===== src/design/amvl_pkg.sv =====
// Shared types and constants for the vibration level block.
// No dependencies; used by the top level, front, queue, back end and bench.
`timescale 1ns / 1ps

package amvl_pkg;

   localparam int AXIS_W    = 13;
   localparam int AXES      = 3;
   localparam int OFFSET_W  = 12;
   localparam int ALPHA_W   = 16;
   localparam int LEVEL_W   = 29;
   localparam int REL_W     = 16;
   localparam int CSR_IDX_W = 3;
   localparam int CSR_DATA_W = 29;
   localparam int SQ_W      = 26;
   localparam int RAD_W     = 58;
   localparam int ROOT_STEPS = 29;
   localparam int QUEUE_DEPTH = 2;

   // Register indexes
   localparam logic [CSR_IDX_W-1:0] CSR_OFFSET_X   = 3'd0;
   localparam logic [CSR_IDX_W-1:0] CSR_OFFSET_Y   = 3'd1;
   localparam logic [CSR_IDX_W-1:0] CSR_OFFSET_Z   = 3'd2;
   localparam logic [CSR_IDX_W-1:0] CSR_ALPHA      = 3'd3;
   localparam logic [CSR_IDX_W-1:0] CSR_THRESH_ABS = 3'd4;
   localparam logic [CSR_IDX_W-1:0] CSR_THRESH_REL = 3'd5;

   localparam logic [ALPHA_W-1:0] ALPHA_RESET = 16'd41;
   // 1 g = 10 units of 100 mg, 16 fraction bits
   localparam logic [LEVEL_W-1:0] ONE_G = 29'(10 << 16);

   typedef struct packed {
      logic signed [OFFSET_W-1:0] offset_x;
      logic signed [OFFSET_W-1:0] offset_y;
      logic signed [OFFSET_W-1:0] offset_z;
      logic [ALPHA_W-1:0]         alpha;
      logic [LEVEL_W-1:0]         thresh_abs;
      logic [REL_W-1:0]           thresh_rel;
   } cfg_type;

   // Classified word passed from front to back
   typedef struct packed {
      logic                     is_report;
      logic                     force_rep;
      logic signed [AXIS_W-1:0] x;
      logic signed [AXIS_W-1:0] y;
      logic signed [AXIS_W-1:0] z;
   } item_type;

   typedef enum logic [3:0] {
      ST_IDLE,
      ST_LOAD,
      ST_MEDIAN,
      ST_SQUARE,
      ST_ROOT,
      ST_DIST,
      ST_BLEND,
      ST_REP_MUL1,
      ST_REP_MUL2,
      ST_REP_DECIDE
   } back_state_type;

endpackage


===== src/design/amvl_fifo.sv =====
// Short queue between front and back ends.
// Depends on amvl_pkg.
`timescale 1ns / 1ps

module amvl_fifo (
   input  logic               clock,
   input  logic               reset,
   input  logic               push,
   input  amvl_pkg::item_type push_item,
   output logic               full,
   input  logic               pop,
   output amvl_pkg::item_type pop_item,
   output logic               empty
);

   localparam int PTR_W = (amvl_pkg::QUEUE_DEPTH > 1) ? $clog2(amvl_pkg::QUEUE_DEPTH) : 1;
   localparam int CNT_W = $clog2(amvl_pkg::QUEUE_DEPTH + 1);

   amvl_pkg::item_type mem_ff [amvl_pkg::QUEUE_DEPTH];
   logic [PTR_W-1:0] wr_ptr_ff, wr_ptr_in, rd_ptr_ff, rd_ptr_in;
   logic [CNT_W-1:0] count_ff, count_in;

   assign full     = (count_ff == CNT_W'(amvl_pkg::QUEUE_DEPTH));
   assign empty    = (count_ff == '0);
   assign pop_item = mem_ff[rd_ptr_ff];

   // Pointer and count update
   always_comb begin
      wr_ptr_in = wr_ptr_ff;
      rd_ptr_in = rd_ptr_ff;
      count_in  = count_ff;
      if (push) begin
         wr_ptr_in = (wr_ptr_ff == PTR_W'(amvl_pkg::QUEUE_DEPTH - 1)) ? '0 : wr_ptr_ff + 1'b1;
      end
      if (pop) begin
         rd_ptr_in = (rd_ptr_ff == PTR_W'(amvl_pkg::QUEUE_DEPTH - 1)) ? '0 : rd_ptr_ff + 1'b1;
      end
      if (push && !pop) begin
         count_in = count_ff + 1'b1;
      end else if (pop && !push) begin
         count_in = count_ff - 1'b1;
      end
   end

   always_ff @(posedge clock) begin
      if (reset) begin
         wr_ptr_ff <= '0;
         rd_ptr_ff <= '0;
         count_ff  <= '0;
      end else begin
         wr_ptr_ff <= wr_ptr_in;
         rd_ptr_ff <= rd_ptr_in;
         count_ff  <= count_in;
      end
      if (push) begin
         mem_ff[wr_ptr_ff] <= push_item;
      end
   end

endmodule


===== config.mk =====
export PLATFORM = sky130hd
export DESIGN_NAME = amvl_fifo
export DESIGN_NICKNAME = d
export VERILOG_FILES = /design/src/design/amvl_pkg.sv /design/src/design/amvl_fifo.sv
export SDC_FILE = /design/constraint.sdc
export NUM_CORES = 1
export LEC_CHECK = 0
export ABC_AREA = 1
export BUFFER_PORTS_ARGS = -buffer_cell sky130_fd_sc_hd__buf_2
export CAP_MARGIN = 20
export CORE_ASPECT_RATIO = 0.7
export CORE_MARGIN = 3
export CORE_UTILIZATION = 47
export CTS_CLUSTER_SIZE = 20
export DETAILED_ROUTE_END_ITERATION = 10
export HOLD_SLACK_MARGIN = 0.03
export PLACE_DENSITY = 0.85
export REMOVE_ABC_BUFFERS = 1
export SLEW_MARGIN = 30
export SYNTH_ARGS = -nofsm -noshare
export SYNTH_HDL_FRONTEND = slang
export SYNTH_SLANG_ARGS = --single-unit
export TNS_END_PERCENT = 10

===== constraint.sdc =====
create_clock -name clock -period 2.3 [get_ports clock]
set_input_delay 0.115 -clock clock [delete_from_list [all_inputs] [get_ports clock]]
set_output_delay 0.115 -clock clock [all_outputs]
set_load 0.005 [all_outputs]

Word-level counts from Yosys, hierarchy flattened
Memories as Yosys holds them, arrays and structs flattened. A register that Yosys moved wholly into a read port is not among the register bits.
Index checks and enable logic that the tools add are counted.
- add/subtract/negate cells: 4
- multipliers: 0
- divide/modulo/power cells: 0
- magnitude comparators: 0
- equal/unequal tests: 1
- shifts and indexed selects: 0
- muxes and demuxes: 8
- bitwise gates (word level): 0
- reductions and logical operators: 6
- operators with widths (operator ; count):
    $mux W1 ; 6
    $mux W2 ; 2
    $add A1 B1 Y1 const B ; 2
    $add A2 B1 Y2 const B ; 1
    $eq A2 B2 Y1 const B ; 1
    $logic_and A1 B1 Y1 ; 2
    $logic_not A1 Y1 ; 2
    $logic_not A2 Y1 ; 1
    $reduce_bool A2 Y1 ; 1
    $sub A2 B1 Y2 const B ; 1
- bits in registers: 4
- bits in latches: 0
- memory bits (writable): 82
- memory bits (read-only): 0
- bits of input ports: 45
- output and inout bits: 43
- word-level logic and storage cells: 23
- memories: 1
- memories (name ; words ; width ; read ports ; clocked after memory_dff ; write ports ; RTL line ; source):
    mem_ff ; 2 ; 41 ; 1 ; 1 ; 1 ; amvl_fifo.sv:19 ; amvl_pkg::item_type mem_ff [amvl_pkg::QUEUE_DEPTH];

Logic depth before layout (Yosys ltp)
- depth in word-level cells: 4
- depth in mapped cells: 8
- depth with buffers taken out: 8

Least setup slack after synthesis
No wires, ideal clock.
- kind: register -> register
- start: register wr_ptr_ff
- end: memory mem_ff[0][0] (netlist bit), enable pin
- setup time: 440 ps
- data arrival time: 2047 ps
- data required time: 1860 ps
- setup slack: -188 ps
- stages on the path, launching flop included: 2
- path buffers: 0
- period minus slack after synthesis: 2488 ps
- cell sequence: dfxtp_1 nor2_1
- RTL lines (element ; RTL line ; source):
    start, declared ; amvl_fifo.sv:20 ; logic [PTR_W-1:0] wr_ptr_ff, wr_ptr_in, rd_ptr_ff, rd_ptr_in;
    start signal, assigned ; amvl_fifo.sv:51 ; wr_ptr_ff <= wr_ptr_in;
    end, declared ; amvl_fifo.sv:19 ;
No word-level cell before the write port.

==> metrics.txt <==
Setup-failing EPs final=0; kind of critical path=reg2out; Tcrit/Tclk final=between 70% and 80%; CTS tree=built; DRC viols=0; initial core utilization=approximately half; Post-Syn Area per Cell=~21 um^2; FILL cells=approximately 470; Clock Skew=between 0.008 and 0.009 ns; wire length per cell=15.2 um; share of cells above drive strength 1=between 40% and 50%; clock slew at reported path FFs=0.08 ns; Min-Delay Path Class=in2reg; Max Cap Viol=0; GR Util All Layers=between 10% and 20%; Vias/cell=about 4.7; CTS buffer count=9; diode count=0; Congestion Overflow GR=0; area of the core=6880 um^2; Ys Warns=0; fin worst setup slack=just under 0.6 ns; DP Area=about 3900 um^2; die area=approximately 8300 um^2; peak supply drop=between 0.5 and 0.6 mV; clk buf depth=2; number of global-route vias before repair=2004; post-route ant nets=0; footprint of the multi-input gates=slightly above 700 um^2; post-route cell area=between 4000 and 5000 um^2; Final Slew Violations=0; Register Area=between 2000 and 3000 um^2; total routed wirelength=around 6000 um; Post-Layout Cell Count=roughly 400; Clk Latency, worst-skew pair=about 0.35 ns; Critical Path Sink Type=output port; Post-layout nets=about 350; hold buffer count at cts=between 40 and 50; sequential cell area fraction in the yosys report=approximately 76%; IO Port Bufs=87; dpl ws=0.908 ns; final hold vios=0; Slew @ Worst Pin=0.554 ns; CTS Root Cell=clkbuf_8; worst rel slew slack=63.1%; CP Data Arrival Time=~1.6 ns; mapped cell area=roughly 3400 um^2; WHS=about 0.066 ns; P&R area growth vs syn=34.5%; die width=between 100 and 150 um; post-CTS setup buffer count=0; CP Launch Type=register; status=completed; first-pass GRT wire length=9630 um; RSZ-0062 raised after global routing=false; #FFs+latches synth=87; fmax=586 MHz; placed cell count=about 340; Site Rows=25; Final Util=around two thirds; LEAKAGE=about 1.9 nW; gp weighted congestion=a little over 0.7; Die Y=77.1 um; min cycle time layout=1.71 ns; largest net degree at the start of global routing=42; vias=approximately 1.9k; cts repair resizes=0; CTS H-tree depth=3; final setup TNS=0 ns; initial antenna violation count=0; Tot Pwr=about 3.5 mW; Distinct cells, synth=16; Syn Inst Count=~160; first-pass iteration count of the detailed router=4; num ports=between 80 and 90; drt initial violations=93; Req. time, crit path=about 2.2 ns; HPWL after detailed placement=~3800 um; # clock sinks=87; CP Max Fanout=25; power density over cell area=between 700 and 800 nW/um^2
==> area by class of cell <==
cell class	count	share of cell area (%)
Tap cell	94	2.58
Inverter	9	0.741
Multi-Input combinational cell	60	15.6
Sequential cell	87	56.2
Clock inverter	6	2.39
Timing Repair Buffer	133	19.7
Clock buffer	10	2.80
==> state kept, by name (all words and copies together), names as in the netlist, named ones only <==
| signal | cells |
|---|---|
| wr_ptr_ff | 1 |
| count_ff | 2 |
| mem_ff | 82 |
| rd_ptr_ff | 1 |
==> logic make-up (layout without fill, tap and decap cells) <==
group	Yosys count	in the layout	synth area share, %
adders and majority gates	1	1	0.369
AOI/OAI and AO/OA	2	2	0.295
and+or+nand+nor	15	15	1.81
DFF	87	87	75.5
buffers and inverters	14	158	3.69
muxes	41	41	18.0
xor gates and xnor gates	1	1	0.258
==> Yosys cell counts <==
cell / instances / area, um^2
a21oi_1: 1 / 5.00
nand3_1: 1 / 5.00
mux2_2: 1 / 11.3
buf_12: 4 / 80.1
mux2_4: 40 / 601
nand2_1: 5 / 18.8
inv_1: 9 / 33.8
edfxtp_1: 82 / 2460
o21ai_0: 1 / 5.00
ha_1: 1 / 12.5
xnor2_1: 1 / 8.76
nand4_1: 1 / 6.26
nor3_1: 1 / 5.00
buf_6: 1 / 11.3
nor2_1: 7 / 26.3
dfxtp_1: 5 / 100
==> per-layer routing <==
| layer | track usage (%) | vias up | routed length (um) |
|---|---|---|---|
| met5 | 0 | - | 0 |
| li1 | - | 883 | - |
| met3 | 6.39 | 9 | 423 |
| met2 | 25.2 | 77 | 2950 |
| met1 | 19.0 | 894 | 2610 |
| met4 | 4.92 | 0 | 69 |
==> critical path, cell delays in order, from the launching register on <==
cell     delay, ns
dfxtp_2       0.33
buf_4         0.41
mux2_4        0.35
buf_2         0.13
==> worst paths after layout <==
| kind | slack [ns] | endpoint | cells past startpoint | startpoint |
|---|---|---|---|---|
| hold reg to reg | 0.54 | rd_ptr_ff$_SDFFE_PP0P_ | 2 | rd_ptr_ff$_SDFFE_PP0P_ |
| setup reg to reg | 0.90 | mem_ff[1][12]$_DFFE_PP_ | 3 | wr_ptr_ff$_SDFFE_PP0P_ |
| setup / recovery | 0.59 | pop_item[24] | 3 | register |
| hold / removal | 0.07 | rd_ptr_ff$_SDFFE_PP0P_ | 3 | pop |
==> placed cells by master, fill, tap and decap left out <==
cell,count
nor3_1,1
inv_2,1
mux2_4,40
clkinv_2,2
nand2_1,5
o21ai_0,1
xnor2_1,1
bufinv_16,3
clkbuf_8,9
nor2_1,6
nand4_1,1
buf_4,3
buf_2,87
nor2_4,1
clkinv_4,1
mux2_2,1
dlygate4sd3_1,42
a21oi_1,1
edfxtp_1,82
buf_12,1
dfxtp_2,1
ha_1,1
inv_1,8
nand3_1,1
dfxtp_1,4
clkbuf_1,1
==> report_power, final <==
group / internal, mW / switching, mW / total [mW]
clock: 0.720 / 0.501 / 1.22
combinational: 0.262 / 0.188 / 0.451
sequential: 1.83 / 0.0245 / 1.85
total: 2.81 / 0.714 / 3.52
No activity file was read; power rests on OpenSTA's default activity.
