**src/design/amvl_pkg.sv**
```systemverilog
// Shared types and constants for the vibration level block.
// No dependencies; used by the top level, front, queue, back end and bench.
`timescale 1ns / 1ps

package amvl_pkg;

   localparam int AXIS_W    = 13;
   localparam int AXES      = 3;
   localparam int OFFSET_W  = 12;
   localparam int ALPHA_W   = 16;
   localparam int LEVEL_W   = 29;
   localparam int REL_W     = 16;
   localparam int CSR_IDX_W = 3;
   localparam int CSR_DATA_W = 29;
   localparam int SQ_W      = 26;
   localparam int RAD_W     = 58;
   localparam int ROOT_STEPS = 29;
   localparam int QUEUE_DEPTH = 2;

   // Register indexes
   localparam logic [CSR_IDX_W-1:0] CSR_OFFSET_X   = 3'd0;
   localparam logic [CSR_IDX_W-1:0] CSR_OFFSET_Y   = 3'd1;
   localparam logic [CSR_IDX_W-1:0] CSR_OFFSET_Z   = 3'd2;
   localparam logic [CSR_IDX_W-1:0] CSR_ALPHA      = 3'd3;
   localparam logic [CSR_IDX_W-1:0] CSR_THRESH_ABS = 3'd4;
   localparam logic [CSR_IDX_W-1:0] CSR_THRESH_REL = 3'd5;

   localparam logic [ALPHA_W-1:0] ALPHA_RESET = 16'd41;
   // 1 g = 10 units of 100 mg, 16 fraction bits
   localparam logic [LEVEL_W-1:0] ONE_G = 29'(10 << 16);

   typedef struct packed {
      logic signed [OFFSET_W-1:0] offset_x;
      logic signed [OFFSET_W-1:0] offset_y;
      logic signed [OFFSET_W-1:0] offset_z;
      logic [ALPHA_W-1:0]         alpha;
      logic [LEVEL_W-1:0]         thresh_abs;
      logic [REL_W-1:0]           thresh_rel;
   } cfg_type;

   // Classified word passed from front to back
   typedef struct packed {
      logic                     is_report;
      logic                     force_rep;
      logic signed [AXIS_W-1:0] x;
      logic signed [AXIS_W-1:0] y;
      logic signed [AXIS_W-1:0] z;
   } item_type;

   typedef enum logic [3:0] {
      ST_IDLE,
      ST_LOAD,
      ST_MEDIAN,
      ST_SQUARE,
      ST_ROOT,
      ST_DIST,
      ST_BLEND,
      ST_REP_MUL1,
      ST_REP_MUL2,
      ST_REP_DECIDE
   } back_state_type;

endpackage

```
**src/design/amvl_interfaces.sv**
```systemverilog
// Valid/ready channel interfaces for request and response words.
// Depends on nothing.
`timescale 1ns / 1ps

interface amvl_req_if;
   logic        valid;
   logic        ready;
   logic        req_type;
   logic [15:0] x_word;
   logic [15:0] y_word;
   logic [15:0] z_word;
   logic        force_report;
   modport source (output valid, req_type, x_word, y_word, z_word, force_report,
                   input ready);
   modport sink   (input valid, req_type, x_word, y_word, z_word, force_report,
                   output ready);
endinterface


```
**src/design/amvl_front.sv**
```systemverilog
// Front end: accepts request words, applies axis offsets, classifies.
// Depends on amvl_pkg and amvl_req_if.
`timescale 1ns / 1ps

module amvl_front (
   input  logic                 clock,
   input  logic                 reset,
   amvl_req_if.sink             req_chan,
   input  amvl_pkg::cfg_type    cfg,
   output logic                 push,
   output amvl_pkg::item_type   push_item,
   input  logic                 queue_full
);

   logic               stage_valid_ff, stage_valid_in;
   amvl_pkg::item_type stage_ff, stage_in;
   logic               accept;

   // Stage drains into the queue whenever there is room
   assign push           = stage_valid_ff && !queue_full;
   assign push_item      = stage_ff;
   assign req_chan.ready = !stage_valid_ff || push;
   assign accept         = req_chan.valid && req_chan.ready;

   // Axis value: signed bits 15:4 plus signed offset
   always_comb begin
      stage_in.is_report = req_chan.req_type;
      stage_in.force_rep = req_chan.force_report;
      stage_in.x = 13'(signed'(req_chan.x_word[15:4])) + 13'(cfg.offset_x);
      stage_in.y = 13'(signed'(req_chan.y_word[15:4])) + 13'(cfg.offset_y);
      stage_in.z = 13'(signed'(req_chan.z_word[15:4])) + 13'(cfg.offset_z);
      stage_valid_in = accept || (stage_valid_ff && !push);
   end

   always_ff @(posedge clock) begin
      if (reset) begin
         stage_valid_ff <= 1'b0;
      end else begin
         stage_valid_ff <= stage_valid_in;
      end
      if (accept) begin
         stage_ff <= stage_in;
      end
   end

endmodule

```
**src/flat_wrapper.sv**
```systemverilog
// flat-port wrapper written by rule: the top's interface ports become plain ports
module amvl_front_flat 
  (clock, reset, cfg, push, push_item, queue_full, req_chan_valid, req_chan_req_type, req_chan_x_word, req_chan_y_word, req_chan_z_word, req_chan_force_report, req_chan_ready);
  amvl_req_if req_chan_i ();
  input  logic clock;
  input  logic reset;
  input  amvl_pkg::cfg_type cfg;
  output logic push;
  output amvl_pkg::item_type push_item;
  input  logic queue_full;
  input wire logic [$bits(req_chan_i.valid)-1:0] req_chan_valid;
  input wire logic [$bits(req_chan_i.req_type)-1:0] req_chan_req_type;
  input wire logic [$bits(req_chan_i.x_word)-1:0] req_chan_x_word;
  input wire logic [$bits(req_chan_i.y_word)-1:0] req_chan_y_word;
  input wire logic [$bits(req_chan_i.z_word)-1:0] req_chan_z_word;
  input wire logic [$bits(req_chan_i.force_report)-1:0] req_chan_force_report;
  output wire logic [$bits(req_chan_i.ready)-1:0] req_chan_ready;
  assign req_chan_i.valid = req_chan_valid;
  assign req_chan_i.req_type = req_chan_req_type;
  assign req_chan_i.x_word = req_chan_x_word;
  assign req_chan_i.y_word = req_chan_y_word;
  assign req_chan_i.z_word = req_chan_z_word;
  assign req_chan_i.force_report = req_chan_force_report;
  assign req_chan_ready = req_chan_i.ready;
  amvl_front u_core (.clock(clock), .reset(reset), .req_chan(req_chan_i), .cfg(cfg), .push(push), .push_item(push_item), .queue_full(queue_full));
endmodule
```
**config.mk**
```make
export PLATFORM = sky130hd
export DESIGN_NAME = amvl_front_flat
export DESIGN_NICKNAME = d
export VERILOG_FILES = /design/src/design/amvl_pkg.sv /design/src/design/amvl_interfaces.sv /design/src/design/amvl_front.sv /design/src/flat_wrapper.sv
export SDC_FILE = /design/constraint.sdc
export NUM_CORES = 1
export LEC_CHECK = 0
export ABC_AREA = 1
export BUFFER_PORTS_ARGS = -buffer_cell sky130_fd_sc_hd__buf_2
export CORE_MARGIN = 2
export CORE_UTILIZATION = 41
export DETAILED_ROUTE_END_ITERATION = 8
export HOLD_SLACK_MARGIN = 0.08
export PLACE_DENSITY = 0.9
export SETUP_SLACK_MARGIN = 0.3
export SYNTH_ARGS = -nofsm -noshare
export SYNTH_HDL_FRONTEND = slang
export SYNTH_SLANG_ARGS = --single-unit
export TNS_END_PERCENT = 100
```
**constraint.sdc**
```tcl
create_clock -name clock -period 3.1 [get_ports clock]
set_clock_uncertainty 0.2 [all_clocks]
set_input_delay 0.155 -clock clock [delete_from_list [all_inputs] [get_ports clock]]
set_output_delay 0.155 -clock clock [all_outputs]
set_load 0.02 [all_outputs]
```
# After elaboration in Yosys (flattened, before gate mapping)
# Index checks and enable logic that the tools add are counted.
[word_totals]
word_cells = 17
output_inout_bits = 43
ram_bits = 0
memories = 0
inputBits = 151
latch_bits = 0
romBits = 0
register_bits = 42
[classes]
mul = 0
div_mod_pow = 0
n_shift = 0
muxes = 0
n_eq_ne = 0
n_reduce_logical = 8
n_lt_le_gt_ge = 0
addsub = 3
bitwise_logic = 0
[ops]
columns = ["cell", "count"]
rows = [
  ["adder 12 x 12 -> 13 bit", 3],
  ["logical AND 1 bit", 3],
  ["zero test 1 bit", 3],
  ["logical OR 1 bit", 2],
]

# Longest topological paths before layout
[logic_depth]
word_depth = 5
mapped_depth = 9
depth_no_buf = 9

# Least setup slack after synthesis
# No wires, ideal clock.
[synth_path]
path_type = "register to register"
from = "reg u_core.stage_valid_ff"
to = "reg u_core.stage_ff (netlist bit u_core.push_item[0]), enable pin"
period_less_slack_ns = 2.977
setup_ns = 0.453
arrival_time_ns = 2.324
path_slack_ns = 0.123
required_ns = 2.447
path_stages_with_launch = 2
n_path_buf = 0
cell_sequence = "dfxtp_1 a21oi_1"
[synth_via]
elab_chain_len = 3
word_cells_on_any_way = 4
classes_between = "4 x reduce/logical"
[synth_rtl]
columns = ["element", "line", "source"]
rows = [
  ["start, declared", "amvl_front.sv:15", "logic stage_valid_ff, stage_valid_in;"],
  ["start signal, assigned", "amvl_front.sv:39", "stage_valid_ff <= stage_valid_in;"],
  ["zero test 1 bit / logical AND 1 bit (equally long branches)", "amvl_front.sv:22, amvl_front.sv:20", ""],
  ["logical OR 1 bit *", "amvl_front.sv:22", "assign req_chan.ready = !stage_valid_ff || push;"],
  ["logical AND 1 bit *", "amvl_front.sv:23", "assign accept = req_chan.valid && req_chan.ready;"],
  ["via u_core.accept", "amvl_front.sv:17", "logic accept;"],
  ["end signal, assigned", "amvl_front.sv:42", "stage_ff <= stage_in;"],
  ["end, declared", "amvl_front.sv:16", "amvl_pkg::item_type stage_ff, stage_in;"],
]
# The timed path passes the listed nets; every way through them passes the cells marked *.
# A chain may end at the register's enable or synchronous reset.

==> summary.md <==
| Metric | Value |
|---|---|
| Routed via count | `3,328` |
| Clock transition at path regs | `0.07 ns` |
| Clk root buf | `clkbuf_8` |
| Wire per inst | `11.6 um` |
| Placed cells | `673` |
| Most common cell after layout, fill and taps aside | `nand2_1` |
| Row cnt | `33` |
| Final net count | `781` |
| Placed cell area | `4110 um2` |
| Most frequent cells in the layout | `nand2_1 (175), buf_2 (120), inv_1 (83)` |
| Seq pwr share | `0.410` |
| Worst hold slack | `0.178 ns` |
| Initial antenna violation count | `0` |
| Largest net degree at the start of global routing | `42` |
| DRC viols | `0` |
| Critical path launch point type | `input port` |
| FF+latch count, synth | `42` |
| Worst-margin pin slew | `0.550 ns` |
| Yosys warning count | `0` |
| Final wirelength | `8.11 mm` |
| Antenna diodes | `0` |
| Synth Net Count | `637` |
| Net Switching | `584 uW` |
| Setup-failing EPs final | `0` |
| Layout cells sized above 1 | `0.226` |
| CTS buffer count | `5` |
| P&R area growth vs syn | `30.2%` |
| Leakage dissipation | `0.00247 uW` |
| Seq/Total Area, Yosys | `0.372` |
| Die ar. | `8940 um2` |
| Overall Power | `1780 uW` |
| HP Class | `in2reg` |
| Post-CTS Resized | `0` |
| Clock sinks | `42` |
| Switching Share | `0.328` |
| Routability Congestion | `0.935` |
| Outcome | `finished, final reports clean` |
| Post-Synthesis Cell Area | `3360 um2` |
| Via/cell ratio | `4.77` |
| Maximum vdd drop | `0.176 mV` |
| Comb pwr share | `0.351` |
| GRT overflow | `0` |
| Hpwl dp | `6.68 mm` |
| Io pins | `194` |
| Crit path required time | `2.94 ns` |
| Relative slew slack | `0.633` |
| Worst EP arrival | `2.06 ns` |
| Area of the core | `8090 um2` |
| CTS tree | `built` |
| Syn Area/Cell | `7.52 um2` |
| Critical path type | `in2reg` |
| Peak Freq | `451 MHz` |
| Period utilisation layout | `0.715` |
| Cells after Synth | `447` |
| Cell area power density | `407 nW/um2` |
| All-layer global routing usage | `0.185` |
| I/O Buffers | `120` |
| Post-route cell area | `4380 um2` |
| Starting Density | `0.416` |
| Post-DRT Antenna Nets | `0` |
| Clock power frac | `0.238` |
| Vias in the first global route | `3,099` |
| Final slew viol count | `0` |
| Insertion delay to the later sink of the worst-skew pair | `0.28 ns` |
| H-tree depth | `2` |
| Finished Layout Cells | `697` |
| CP endpoint kind | `flip-flop` |
| Netlist cell types | `12` |
| 1st-pass router iterations | `4` |
| Maximum clock insertion buffer count | `2` |
| Fin crit period | `2.22 ns` |
| Global-route wire length before repair | `13.2 mm` |
| Die width | `94.6 um` |
| RSZ-0062 raised after global routing | `false` |
| Hold Vio Cnt, Final | `0` |
| Drt initial violations | `103` |
| Max Cap Viol | `0` |
| Setup TNS | `0 ns` |
| Cell-internal power | `1200 uW` |
| Die Y | `94.6 um` |
| Crit path max fanout | `4` |
==> layer usage <==
metal  part of all wire  vias up  track usage
met4              0.017        0       0.0628
met3              0.057       12       0.0311
li1                   -     1709            -
met5                  0        -            0
met2               0.51      111        0.332
met1               0.41     1496        0.223
==> worst max-delay path, cell delays in order <==
cell           delay, ns
dlygate4sd3_1       0.53
buf_2               0.12
ha_1                0.24
fa_1                0.46
nand3_1             0.13
nand3_2             0.12
nand3_1             0.12
nand3_1             0.08
nand2_1             0.06
nand2_1             0.05
==> power groups by stage <==
stage | Combinational (uW) | Clock (uW) | Sequential, uW
after floorplan | 320 | 0 | 831
after global placement | 582 | 0 | 743
after detailed placement | 601 | 0 | 746
after CTS | 626 | 441 | 733
after global routing | 702 | 464 | 737
final | 627 | 425 | 732
==> flip-flops by register name, summed over array words and instances, names as in the netlist <==
register / flops
u_core.stage_valid_ff: 1
u_core.push_item: 41
==> logic make-up after synthesis <==
family                   share of synthesized area
XOR/XNOR                                    0.0547
buffers and inverters                       0.0926
AO/OA/AOI/OAI                               0.0208
AND/OR/NAND/NOR                              0.308
flip-flops                                   0.372
adder cells (fa/ha/maj)                      0.152
==> cells in the mapped netlist <==
cell	n	area share
edfxtp_1	41	0.37
ha_1	36	0.13
inv_1	83	0.093
nand3_2	6	0.018
nand3_1	30	0.045
nand4_1	12	0.022
dfxtp_1	1	0.0060
fa_1	3	0.018
nor2_1	25	0.028
xor2_1	21	0.055
nand2_1	175	0.20
a21oi_1	14	0.021
==> final cells by class <==
class / count / area (um2)
Tap cell: 105 / 131
Multi-Input combinational cell: 322 / 1810
Timing Repair Buffer: 137 / 768
Inverter: 83 / 312
Sequential cell: 42 / 1250
Fill cell: 795 / 3710
Clock buffer: 7 / 76.3
Clock inverter: 1 / 30.0
==> through the flow <==
step                worst slack, ns   util
floorplan                     0.952      -
global placement               1.15  0.508
detailed placement             1.11  0.508
CTS                           0.894  0.541
global route                  0.765  0.541
finish                        0.885  0.541
==> path summary, 6_finish.rpt <==
kind | slack (ns) | endpoint | cells after the start | startpoint
min reg2reg | 0.80 | u_core.push_item[37]$_DFFE_PP_ | 2 | u_core.stage_valid_ff$_SDFF_PP0_
min | 0.18 | u_core.push_item[31]$_DFFE_PP_ | 3 | cfg[90]
max | 0.88 | u_core.push_item[38]$_DFFE_PP_ | 10 | cfg[85]
max reg2reg | 1.58 | u_core.push_item[18]$_DFFE_PP_ | 2 | u_core.stage_valid_ff$_SDFF_PP0_
==> what timing repair did <==
| action | in CTS | in global routing |
|---|---|---|
| hold buffers | 16 | 0 |
| buffers inserted | 0 | 0 |
| endpoints found under the hold margin | 9 | 0 |
No activity file was read; power rests on OpenSTA's default activity.
